## config.mk

```make
export PLATFORM = sky130hd
export DESIGN_NAME = prescaled_interval_timer_catchup
export DESIGN_NICKNAME = d
export VERILOG_FILES = /design/src/hdl/pitc_pkg.sv /design/src/hdl/prescaled_interval_timer_catchup.sv
export SDC_FILE = /design/constraint.sdc
export NUM_CORES = 1
export LEC_CHECK = 0
export BUFFER_PORTS_ARGS = -buffer_cell sky130_fd_sc_hd__buf_2
export CORE_MARGIN = 2
export CORE_UTILIZATION = 55
export CTS_CLUSTER_DIAMETER = 80
export DETAILED_ROUTE_END_ITERATION = 10
export PLACE_DENSITY_LB_ADDON = 0.05
export SLEW_MARGIN = 30
export SYNTH_ARGS = -nofsm -noshare
export SYNTH_HDL_FRONTEND = slang
export SYNTH_SLANG_ARGS = --single-unit
```

## constraint.sdc

```tcl
create_clock -name aclk -period 5.6 [get_ports aclk]
set_clock_uncertainty 0.15 [all_clocks]
set_input_delay 0.56 -clock aclk [delete_from_list [all_inputs] [get_ports aclk]]
set_output_delay 0.56 -clock aclk [all_outputs]
set_load 0.01 [all_outputs]
```

## src/hdl/pitc_pkg.sv

```systemverilog
// ----------------------------------------------------------------------------
// pitc_pkg : shared constants for the prescaled interval timer
// Widths of the catch-up datapath, register indexes and fixed limits.
// ----------------------------------------------------------------------------
package pitc_pkg;

    // Configuration register indexes
    localparam logic CFG_TIMER_ENABLE  = 1'b0;
    localparam logic CFG_TARGET_PERIOD = 1'b1;

    // Field widths
    localparam int CLOCKS_W = 16;
    localparam int COUNT_W  = 8;
    localparam int OUT_W    = 4;
    localparam int HIT_W    = 16;

    // Divider datapath: dividend covers prescale + clocks (up to 65790)
    localparam int DIVIDEND_W = CLOCKS_W + 1;
    localparam int DIVISOR_W  = COUNT_W + 1;
    localparam int STEP_W     = 5;
    localparam int DIV_STEPS  = DIVIDEND_W;

    // Divider wrap: a target of zero means a full 256-step period
    localparam logic [DIVISOR_W-1:0] DIVIDER_WRAP = 9'd256;
    localparam logic [HIT_W-1:0]     HIT_MAX      = 16'hFFFF;

endpackage

```

## src/hdl/prescaled_interval_timer_catchup.sv

```systemverilog
// ----------------------------------------------------------------------------
// prescaled_interval_timer_catchup : three-stage timer with closed-form catch-up
// Prescaler, 8-bit divider with compare and 4-bit output counter, advanced by
// a whole number of clocks per transfer using one shared restoring divider.
// ----------------------------------------------------------------------------
// Each input transfer carries a count of elapsed clocks; the timer moves
// exactly as if it had seen that many single ticks and returns one result
// (output counter, divider value, hits during the advance, saturated at
// 65535). Internally a single restoring divider, one quotient bit per cycle,
// first splits prescaler + clocks by PRESCALE_RATIO and then, when the
// divider passes its target, splits the remaining rollovers by the period.
// With the output register free, ST_DONE loads the result into it: m_valid
// rises and s_ready returns in the same cycle, so one item is in work at a
// time. s_ready is high only while no item is in work.
// A finished result waits in the output register, and the next item can be
// accepted while it waits.
// Configuration registers are written by cfg_wr_en with cfg_index and
// cfg_data: index 0 is timer_enable (bit 0), index 1 is target_period.
// ----------------------------------------------------------------------------
module prescaled_interval_timer_catchup #(
    parameter int PRESCALE_RATIO = 128
) (
    input  logic                         aclk,
    input  logic                         aresetn,

    input  logic                         cfg_wr_en,
    input  logic                         cfg_index,
    input  logic [pitc_pkg::COUNT_W-1:0] cfg_data,

    input  logic                          s_valid,
    output logic                          s_ready,
    input  logic [pitc_pkg::CLOCKS_W-1:0] s_elapsed_clocks,

    output logic                         m_valid,
    input  logic                         m_ready,
    output logic [pitc_pkg::OUT_W-1:0]   m_output_count,
    output logic [pitc_pkg::COUNT_W-1:0] m_divider_value,
    output logic [pitc_pkg::HIT_W-1:0]   m_hit_count
);

    localparam int DW  = pitc_pkg::DIVIDEND_W;
    localparam int VW  = pitc_pkg::DIVISOR_W;
    localparam int CW  = pitc_pkg::COUNT_W;
    localparam int SW  = pitc_pkg::STEP_W;
    localparam logic [VW-1:0] RATIO_DIV = VW'(PRESCALE_RATIO);
    localparam logic [SW-1:0] LAST_STEP = SW'(pitc_pkg::DIV_STEPS - 1);

    typedef enum logic [2:0] {
        ST_IDLE,
        ST_DIV_ROLLS,
        ST_POST_ROLLS,
        ST_DIV_HITS,
        ST_POST_HITS,
        ST_DONE
    } state_t;

    // Control and architectural state
    state_t                     state_reg, state_next;
    logic                       enable_reg, enable_next;
    logic [CW-1:0]              target_reg, target_next;
    logic [CW-1:0]              prescale_reg, prescale_next;
    logic [CW-1:0]              divider_reg, divider_next;
    logic [pitc_pkg::OUT_W-1:0] outcnt_reg, outcnt_next;
    logic [pitc_pkg::HIT_W-1:0] hits_reg, hits_next;
    logic                       m_valid_reg, m_valid_next;
    logic [pitc_pkg::OUT_W-1:0] m_count_reg, m_count_next;
    logic [CW-1:0]              m_div_reg, m_div_next;
    logic [pitc_pkg::HIT_W-1:0] m_hits_reg, m_hits_next;

    // Shared divider datapath
    logic [DW-1:0] quo_reg, quo_next;
    logic [CW-1:0] rem_reg, rem_next;
    logic [VW-1:0] divisor_reg, divisor_next;
    logic [SW-1:0] step_reg, step_next;

    logic [VW-1:0] shifted;
    logic [VW:0]   trial;
    logic          fits;
    logic [CW-1:0] first_gap;
    logic [VW-1:0] first_rolls;
    logic [VW-1:0] period;
    logic          short_advance;
    logic [DW-1:0] rest_rolls;
    logic [DW-1:0] hits_full;
    logic          out_free;

    // One restoring step: shift in the next dividend bit, subtract if it fits
    assign shifted = {rem_reg, quo_reg[DW-1]};
    assign trial   = {1'b0, shifted} - {1'b0, divisor_reg};
    assign fits    = ~trial[VW];

    // Rollovers until the first hit; a divider already at target needs a full wrap
    assign first_gap     = target_reg - divider_reg;
    assign first_rolls   = (first_gap == '0) ? pitc_pkg::DIVIDER_WRAP : {1'b0, first_gap};
    assign period        = (target_reg == '0) ? pitc_pkg::DIVIDER_WRAP : {1'b0, target_reg};
    assign short_advance = quo_reg < {{(DW-VW){1'b0}}, first_rolls};
    assign rest_rolls    = quo_reg - {{(DW-VW){1'b0}}, first_rolls};
    assign hits_full     = quo_reg + DW'(1);

    assign out_free = ~m_valid_reg | m_ready;

    always_comb begin
        state_next    = state_reg;
        enable_next   = enable_reg;
        target_next   = target_reg;
        prescale_next = prescale_reg;
        divider_next  = divider_reg;
        outcnt_next   = outcnt_reg;
        hits_next     = hits_reg;
        m_valid_next  = m_valid_reg;
        m_count_next  = m_count_reg;
        m_div_next    = m_div_reg;
        m_hits_next   = m_hits_reg;
        quo_next      = quo_reg;
        rem_next      = rem_reg;
        divisor_next  = divisor_reg;
        step_next     = step_reg;

        // Drop the result once the downstream side takes it
        if (m_valid_reg && m_ready) begin
            m_valid_next = 1'b0;
        end

        if (cfg_wr_en) begin
            case (cfg_index)
                pitc_pkg::CFG_TIMER_ENABLE:  enable_next = cfg_data[0];
                pitc_pkg::CFG_TARGET_PERIOD: target_next = cfg_data;
                default: ;
            endcase
        end

        case (state_reg)
            ST_IDLE: begin
                if (s_valid) begin
                    quo_next     = {{(DW-CW){1'b0}}, prescale_reg}
                                 + {1'b0, s_elapsed_clocks};
                    rem_next     = '0;
                    divisor_next = RATIO_DIV;
                    step_next    = '0;
                    hits_next    = '0;
                    state_next   = ST_DIV_ROLLS;
                end
            end
            ST_DIV_ROLLS, ST_DIV_HITS: begin
                quo_next  = {quo_reg[DW-2:0], fits};
                rem_next  = fits ? trial[CW-1:0] : shifted[CW-1:0];
                step_next = step_reg + SW'(1);
                if (step_reg == LAST_STEP) begin
                    state_next = (state_reg == ST_DIV_ROLLS) ? ST_POST_ROLLS : ST_POST_HITS;
                end
            end
            ST_POST_ROLLS: begin
                // quo holds the rollover count, rem the new prescaler value
                prescale_next = rem_reg;
                state_next    = ST_DONE;
                if (enable_reg && (quo_reg != '0)) begin
                    if (short_advance) begin
                        divider_next = divider_reg + quo_reg[CW-1:0];
                    end else begin
                        quo_next     = rest_rolls;
                        rem_next     = '0;
                        divisor_next = period;
                        step_next    = '0;
                        state_next   = ST_DIV_HITS;
                    end
                end
            end
            ST_POST_HITS: begin
                divider_next = rem_reg;
                outcnt_next  = outcnt_reg + hits_full[pitc_pkg::OUT_W-1:0];
                hits_next    = hits_full[DW-1] ? pitc_pkg::HIT_MAX
                                               : hits_full[pitc_pkg::HIT_W-1:0];
                state_next   = ST_DONE;
            end
            ST_DONE: begin
                // Hold until the output register is free
                if (out_free) begin
                    m_valid_next = 1'b1;
                    m_count_next = outcnt_reg;
                    m_div_next   = divider_reg;
                    m_hits_next  = hits_reg;
                    state_next   = ST_IDLE;
                end
            end
            default: state_next = ST_IDLE;
        endcase
    end

    always_ff @(posedge aclk) begin
        if (!aresetn) begin
            state_reg    <= ST_IDLE;
            enable_reg   <= 1'b0;
            target_reg   <= '0;
            prescale_reg <= '0;
            divider_reg  <= '0;
            outcnt_reg   <= '0;
            hits_reg     <= '0;
            m_valid_reg  <= 1'b0;
            m_count_reg  <= '0;
            m_div_reg    <= '0;
            m_hits_reg   <= '0;
        end else begin
            state_reg    <= state_next;
            enable_reg   <= enable_next;
            target_reg   <= target_next;
            prescale_reg <= prescale_next;
            divider_reg  <= divider_next;
            outcnt_reg   <= outcnt_next;
            hits_reg     <= hits_next;
            m_valid_reg  <= m_valid_next;
            m_count_reg  <= m_count_next;
            m_div_reg    <= m_div_next;
            m_hits_reg   <= m_hits_next;
        end
    end

    // Divider datapath carries no reset; it is loaded before every use
    always_ff @(posedge aclk) begin
        quo_reg     <= quo_next;
        rem_reg     <= rem_next;
        divisor_reg <= divisor_next;
        step_reg    <= step_next;
    end

    assign s_ready         = (state_reg == ST_IDLE);
    assign m_valid         = m_valid_reg;
    assign m_output_count  = m_count_reg;
    assign m_divider_value = m_div_reg;
    assign m_hit_count     = m_hits_reg;

endmodule

```

==> impl_metrics.tcl, run 1 <==
set metrics [dict create \
    status "complete, no violations" \
    drcViolationCount 0 \
    synthArstFlopShare 0 \
    n_antenna_cell 0 \
    antenna_found_initial 0 \
    gp_congestion 0.934 \
    path_cells "inv_1 -> ha_1 -> nor2b_1 -> o21ai_1 -> a21boi_0 -> o21a_1 -> or3_1 -> a2111o_1 -> ha_1 -> nor3b_1 -> o21ai_0 -> a31oi_1 -> mux2i_1 -> a21oi_2 -> buf_4" \
    finalPower_mw 2.61 \
    largest_reg_flops 17 \
    critPathBufInv 2 \
    ant_nets 0 \
    cp_top_family "compound AO/OA/AOI/OAI gates" \
    root_buffer "clkbuf_16" \
    syn_avg_cell_area_sq_um 8.68 \
    drt_pass1_iterations 5 \
    synth_seq_cells 116 \
    htreeDepth 4 \
    ys.flop_type "dfxtp_1" \
    hold_violations 0 \
    cts_hold_buf 0 \
    crit_arrival_ns 4.64 \
    tightest_slew_ns 0.942 \
    critical-path-max-stage-delay_ns 0.50 \
    rsz0062_at_grt "false" \
    powerDensity_mw_per_mm2 322 \
    cpMaxStageDelayCell "nor3b_1" \
    vdd_drop_max_mv 0.177 \
    drv_slew 0 \
    io_pins 60 \
    slew_headroom 0.370 \
    synth_cell_types 66 \
    rows 41 \
    synth_cells 816 \
    cts_made_buffers 17 \
    via_per_inst 5.97 \
    cts_setup_buffers 0 \
    postLayoutCoreUtil 0.643 \
    final_cell_mix "nand2_1, dfxtp_1, a21oi_1" \
    die-area_sq_mm 0.0138 \
    syn_nets 900 \
    yosys_warnings 0 \
    setup_viol 0 \
    hp-class "input pin to flip-flop" \
    die_w_microns 117 \
    layout-drive-gt1-share 0.138 \
    setup_tns_ns 0 \
    grt_pass1_vias 6006 \
    seq_area_frac_synth 0.383 \
    fmax_ghz 0.212 \
    wl_per_cell_microns 18.0 \
    dp_cells 1018 \
    fin_crit_sh 0.842 \
    synth.top_cell.area_share 0.218 \
    io_buffer_count 59 \
    vias 6269 \
    clock_path_buffers 2 \
    clkTransAtPathRegs_ns 0.06 \
    endpoint_kind "flip-flop" \
    ctsResizeCount 0 \
    clock-sinks 116 \
    drt-initial-drc-count 450 \
    leakagePower_nw 3.25 \
    grt.overflow.total 0 \
    min_period_ns 4.72 \
    grt_max_degree 60 \
    critical_path_class "flip-flop to flip-flop" \
    path_common_cell "ha_1" \
    cp_max_fo 30 \
    cts_tree "done" \
    yosys-top-cells-area "dfxtp_1, edfxtp_1, ha_1" \
    cp-start-kind "flip-flop" \
    clock_latency_ns 0.43 \
    synth_enable_flop_cells 39 \
    grt_use_total 0.282 \
    wl_microns 18900 \
    final_common_cell "nand2_1" \
    synth_area_sq_mm 0.00708 \
    nets 949 \
    yosys.area.top_type "dfxtp_1" \
    place_hpwl_microns 14000 \
    initial_core_util 0.561 \
    instances_no_fill 1050 \
    grt_pass1_wl_microns 30600 \
    area_growth_pct 14.5 \
    die_height_microns 117 \
    maxCapViolCount 0 \
    required_ns 5.52 \
    core_area_sq_mm 0.0126 \
]
-- worst min-delay path: stages --
cell and delay [ns]:
buf_2 0.10, nand3_1 0.05, a21oi_1 0.05
-- area by class of cell --
| cell class | count | area (sq um) |
|---|---|---|
| Clock buffer | 22 | 507 |
| Clock inverter | 10 | 90.1 |
| Fill cell | 1108 | 4510 |
| Inverter | 36 | 135 |
| Multi-Input combinational cell | 625 | 4080 |
| Sequential cell | 116 | 2710 |
| Tap cell | 172 | 215 |
| Timing Repair Buffer | 69 | 370 |
-- routing by layer --
layer | part of all wire | track usage | routed length [microns]
met5 | 0 | 0 | 0
met4 | 0.025 | 0.107 | 474
met1 | 0.44 | 0.365 | 8220
met2 | 0.48 | 0.468 | 9050
met3 | 0.060 | 0.0543 | 1140
-- cell usage after synthesis (5+ instances only) --
| cell | instances |
|---|---|
| nand2_1 | 133 |
| a21oi_1 | 77 |
| dfxtp_1 | 77 |
| nor2_1 | 51 |
| ha_1 | 48 |
| edfxtp_1 | 39 |
| inv_1 | 35 |
| clkbuf_1 | 34 |
| o21ai_0 | 33 |
| xor2_1 | 33 |
| nand3_1 | 30 |
| xnor2_1 | 19 |
| a22o_1 | 15 |
| nor3_1 | 14 |
| and3_1 | 13 |
| nand2b_1 | 13 |
| or3_1 | 10 |
| a211oi_1 | 9 |
| a21o_1 | 8 |
| a31oi_1 | 8 |
| mux2i_1 | 8 |
| nand4_1 | 8 |
| nor2b_1 | 7 |
| o21a_1 | 7 |
| fa_1 | 6 |
| a221o_1 | 5 |
| o211ai_1 | 5 |
-- worst paths after layout --
path                        from        endpoint  slack (ns)  cells after the start
hold reg to reg   m_hit_count[8]  m_hit_count[8]        0.30                      2
setup reg to reg  divider_reg[2]     step_reg[3]        0.88                     15
setup / recovery  divider_reg[2]     step_reg[3]        0.88                     15
hold / removal       cfg_data[3]   target_reg[3]        0.23                      3
-- where the power goes --
group	total [mW]	switching, mW	internal [mW]
sequential	1.01	0.0833	0.927
combinational	0.516	0.305	0.211
clock	1.09	0.401	0.686
-- stage by stage --
stage / cell area, sq um / setup slack (ns) / hold slack [ns]
2_1_floorplan: 7080 / 0.345 / 0.282
3_3_place_gp: 7510 / 1.15 / 0.289
6_report: 8110 / 0.883 / 0.229
3_5_place_dp: 7510 / 0.985 / 0.293
4_1_cts: 8110 / 0.949 / 0.222
5_1_grt: 8110 / 0.501 / 0.243
-- kinds of logic after synthesis --
kind of cell	count (synthesis)	share of synthesized area
compound gates	210	0.197
simple gates	300	0.198
buf+inv	75	0.0422
xor+xnor	53	0.0666
mux	8	0.0113
fa+ha+maj	54	0.102
flops	116	0.383
Power figures use the tool's default switching activity.
==> run 2, diff against run 1 <==
Clock period 5.6 ns to 4.1 ns, I/O delays scaled along.
==> impl_metrics.tcl, run 2 (same netlist as run 1, synthesis figures left out) <==
set metrics [dict create \
    status "complete, no violations" \
    cts_hold_buf 0 \
    p_sw_frac 0.302 \
    seq_power_share 0.376 \
    drt_pass1_iterations 5 \
    postLayoutCoreUtil 0.662 \
    min_to "target_reg[2]" \
    clock_path_buffers 2 \
    antenna_found_initial 0 \
    initial_core_util 0.561 \
    nets 961 \
    vias 6245 \
    n_antenna_cell 0 \
    final_common_cell "nand2_1" \
    io_pins 60 \
    clock_latency_ns 0.42 \
    core_area_sq_mm 0.0126 \
    rows 41 \
    critical_path_class "flip-flop to flip-flop" \
    whs_path_depth 3 \
    cp_max_fo 8 \
    vdd_drop_max_mv 0.327 \
    num-fill-cells 1086 \
    wl_per_cell_microns 18.0 \
    powerDensity_mw_per_mm2 442 \
    p_comb_frac 0.208 \
    root_buffer "clkbuf_16" \
    required_ns 4.08 \
    tightest_slew_ns 0.858 \
    r2r_cells 16 \
    drcViolationCount 0 \
    gp_congestion 0.927 \
    grt_pass1_wl_microns 30200 \
    rsz0062_at_grt "true" \
    final_area_sq_mm 0.00835 \
    fin_crit_sh 0.978 \
    crit_arrival_ns 3.99 \
    dp_slack_ns 0.0651 \
    slew_headroom 0.427 \
    maxCapViolCount 0 \
    setup_viol 0 \
    place_hpwl_microns 14100 \
    layout-drive-gt1-share 0.166 \
    wl_microns 19200 \
    final_cell_mix "nand2_1, a21oi_1, dfxtp_1" \
    p_switching_mw 1.11 \
    setup_tns_ns 0 \
    cts_tree "done" \
    ant_nets 0 \
    cp-start-kind "flip-flop" \
    grt.overflow.total 0 \
    area_growth_pct 17.9 \
    min-delay-start "cfg_data[2]" \
    drv_slew 0 \
    htreeDepth 4 \
    hold_violations 0 \
    reg2reg_to "rem_reg[0]" \
    hp-class "input pin to flip-flop" \
    clock-sinks 116 \
    io_buffer_count 59 \
    r2r_slack_ns 0.09 \
    min_period_ns 4.01 \
    fmax_ghz 0.249 \
    die_w_microns 117 \
    drt-initial-drc-count 454 \
    die-area_sq_mm 0.0138 \
    placed_area_sq_mm 0.00758 \
    p_int_mw 2.57 \
    r2r_start "target_reg[0]" \
    via_per_inst 5.88 \
    leakagePower_nw 3.35 \
    clkTransAtPathRegs_ns 0.06 \
    worst_slack_ns 0.0889 \
    cts_made_buffers 17 \
    grt_max_degree 59 \
    p_clk_frac 0.416 \
    grt_pass1_vias 5855 \
    endpoint_kind "flip-flop" \
    largest_reg_flops 17 \
    die_height_microns 117 \
    grt_use_total 0.279 \
    hold_slack_ns 0.0935 \
]
-- run 2: cell types whose count changed in the layout (fill, tap and decap cells not counted), moves of 2 or more --
cell | previous run | this run
buf_4 | 10 | 17
o21ai_0 | 33 | 31
buf_6 | 0 | 2
dfxtp_2 | 0 | 3
bufinv_16 | 1 | 3
inv_4 | 4 | 2
o21ai_2 | 0 | 2
dfxtp_1 | 77 | 74
ha_4 | 0 | 3
buf_12 | 0 | 2
ha_1 | 48 | 45
inv_6 | 0 | 4
-- run 2: per-stage QoR --
| stage | std cells | total power [mW] |
|---|---|---|
| after floorplan | 816 | 1.90 |
| after global placement | 1021 | 2.10 |
| after detailed placement | 1021 | 2.12 |
| after CTS | 1053 | 3.66 |
| after global routing | 1062 | 3.85 |
| final | 1062 | 3.69 |
-- run 2: layer usage --
metal / up-vias / GRT usage / part of all wire
met5: - / 0 / 0
met2: 186 / 0.447 / 0.47
li1: 3040 / - / -
met4: 0 / 0.113 / 0.024
met3: 27 / 0.0484 / 0.049
met1: 2992 / 0.376 / 0.45
-- run 2: worst max-delay path: stages, from the launching register on --
cell	delay [ns]
dfxtp_2	0.34
inv_2	0.05
ha_4	0.16
fa_2	0.39
nor2b_1	0.16
o21ai_1	0.11
a21boi_1	0.14
o21a_1	0.18
o21ai_2	0.08
a2111o_1	0.46
ha_4	0.30
nor3b_4	0.23
o21ai_2	0.10
a31oi_1	0.21
mux2i_2	0.13
a21oi_4	0.32
clkbuf_16	0.22
-- run 2: power by group through the flow --
stage / combinational (mW) / sequential (mW) / clock (mW)
2_1_floorplan: 0.557 / 1.34 / 0
3_3_place_gp: 0.694 / 1.41 / 0
3_5_place_dp: 0.713 / 1.41 / 0
4_1_cts: 0.720 / 1.38 / 1.56
5_1_grt: 0.849 / 1.40 / 1.61
6_report: 0.768 / 1.39 / 1.53
-- run 2: final cells by class --
| class | count | area (sq um) | share of cell area |
|---|---|---|---|
| multi-input cells | 625 | 4160 | 0.498 |
| flip-flops and latches | 116 | 2720 | 0.325 |
| repair buffers | 81 | 510 | 0.0611 |
| clock buffers | 18 | 439 | 0.0526 |
| well taps | 172 | 215 | 0.0258 |
| clock inverters | 14 | 173 | 0.0207 |
| inverters | 36 | 135 | 0.0162 |
-- run 2: how the worst max path moves through the flow --
stage | start | to | slack, ns | cells past startpoint
floorplan | divider_reg[2] | quo_reg[0] | 0.01 | 14
global placement | divider_reg[2] | rem_reg[3] | 0.16 | 15
detailed placement | target_reg[0] | rem_reg[4] | 0.07 | 16
CTS | target_reg[0] | quo_reg[10] | 0.03 | 16
global route | target_reg[0] | rem_reg[0] | -0.08 | 16
finish | target_reg[0] | rem_reg[0] | 0.09 | 16
-- run 2: timing repair --
action,in CTS,in global routing
setup endpoints to repair,0,47
gates resized for setup,0,16
setup buffers,0,7
==> run 3, diff against run 2 <==
Settings changed: PLACE_DENSITY from default to 0.73, PLACE_DENSITY_LB_ADDON 0.05 to default.
==> impl_metrics.tcl, run 3 (same netlist as run 1, synthesis figures left out) <==
set metrics [dict create \
    place_hpwl_microns 13300 \
    fin_crit_sh 0.995 \
    maxCapViolCount 0 \
    hold_slack_ns 0.0880 \
    nets 952 \
    antenna_found_initial 0 \
    setup_tns_ns 0 \
    drt_pass1_iterations 5 \
    die_w_microns 117 \
    drt-initial-drc-count 554 \
    worst_slack_ns 0.0216 \
    r2r_slack_ns 0.02 \
    num-fill-cells 1072 \
    p_sw_frac 0.295 \
    ant_nets 0 \
    cts_tree "done" \
    cp-endpoint "step_reg[0]" \
    area_growth_pct 16.2 \
    critical_path_class "flip-flop to flip-flop" \
    die_height_microns 117 \
    clkTransAtPathRegs_ns 0.05 \
    largest_reg_flops 17 \
    p_int_mw 2.53 \
    clock_path_buffers 2 \
    p_switching_mw 1.06 \
    instances_no_fill 1053 \
    cp-start-kind "flip-flop" \
    final_cell_mix "nand2_1, a21oi_1, dfxtp_1" \
    min_period_ns 4.08 \
    htreeDepth 4 \
    hp-class "input pin to flip-flop" \
    grt.overflow.total 0 \
    cts_made_buffers 17 \
    gp_congestion 0.959 \
    slew_headroom 0.495 \
    core_area_sq_mm 0.0126 \
    reg2reg_to "step_reg[0]" \
    postLayoutCoreUtil 0.652 \
    endpoint_kind "flip-flop" \
    cp-startpoint "target_reg[0]" \
    leakagePower_nw 3.30 \
    powerDensity_mw_per_mm2 436 \
    status "complete, no violations" \
    via_per_inst 6.01 \
    clock_latency_ns 0.42 \
    clock-sinks 116 \
    cts_hold_buf 0 \
    initial_core_util 0.561 \
    vias 6331 \
    final_common_cell "nand2_1" \
    r2r_start "target_reg[0]" \
    final_area_sq_mm 0.00823 \
    finalPower_mw 3.59 \
    drcViolationCount 0 \
    root_buffer "clkbuf_16" \
    drv_slew 0 \
    io_pins 60 \
    crit_arrival_ns 4.06 \
    seq_power_share 0.386 \
    wl_microns 18500 \
    whs_path_depth 3 \
    fmax_ghz 0.245 \
    cp_max_fo 8 \
    grt_pass1_wl_microns 30100 \
    dp_cells 1018 \
    hold_violations 0 \
    layout-drive-gt1-share 0.150 \
    rows 41 \
    grt_use_total 0.271 \
    required_ns 4.08 \
    placed_area_sq_mm 0.00755 \
    vdd_drop_max_mv 0.307 \
    p_clk_frac 0.406 \
    grt_pass1_vias 6136 \
    io_buffer_count 59 \
    p_comb_frac 0.208 \
    wl_per_cell_microns 17.5 \
    setup_viol 0 \
    r2r_cells 16 \
    grt_max_degree 59 \
    n_antenna_cell 0 \
    die-area_sq_mm 0.0138 \
    tightest_slew_ns 0.755 \
    dp_slack_ns -0.0189 \
]
-- run 3: worst min-delay path by stage --
stage	startpoint	to
after floorplan	hits_reg[9]	hits_reg[9]
after global placement	m_output_count[2]	m_output_count[2]
after detailed placement	m_output_count[2]	m_output_count[2]
after CTS	cfg_data[7]	target_reg[7]
after global routing	cfg_data[1]	target_reg[1]
final	cfg_data[7]	target_reg[7]
-- run 3: routing by layer --
layer	part of all wire	global-route usage	up-vias
li1	-	-	3030
met1	0.43	0.343	2987
met2	0.47	0.436	256
met3	0.071	0.0746	58
met4	0.030	0.118	0
met5	0	0	-
-- run 3: worst max-delay path: stages (launching register included) --
cell and delay, ns:
dfxtp_2 0.32, inv_1 0.09, ha_1 0.21, fa_2 0.22
nor2b_1 0.05, o21ai_1 0.17, a21boi_1 0.10, o21a_1 0.18
or3_1 0.33, a2111o_1 0.43, ha_4 0.32, nor3b_4 0.24
o21ai_2 0.11, a31oi_1 0.24, mux2i_2 0.14, a21oi_4 0.27
clkbuf_16 0.22
-- run 3: layout make-up --
cell class,instances,area [sq um],area share
multi-input combinational,625,4140,0.503
timing repair buffer,72,427,0.0519
clock buffer,24,526,0.0639
clock inverter,8,68.8,0.00836
sequential,116,2720,0.330
inverter,36,135,0.0164
tap,172,215,0.0262
-- run 3: power by group through the flow --
stage	registers (mW)	logic, mW	clock network, mW
floorplan	1.34	0.557	0
global placement	1.40	0.673	0
detailed placement	1.40	0.693	0
CTS	1.38	0.702	1.47
global route	1.39	0.825	1.53
finish	1.39	0.748	1.46
-- run 3: timing repair --
action | in CTS | in global routing
setup endpoints to repair | 0 | 48
gates resized for setup | 0 | 9
buffers inserted | 0 | 1
hold endpoints to repair | 0 | 0
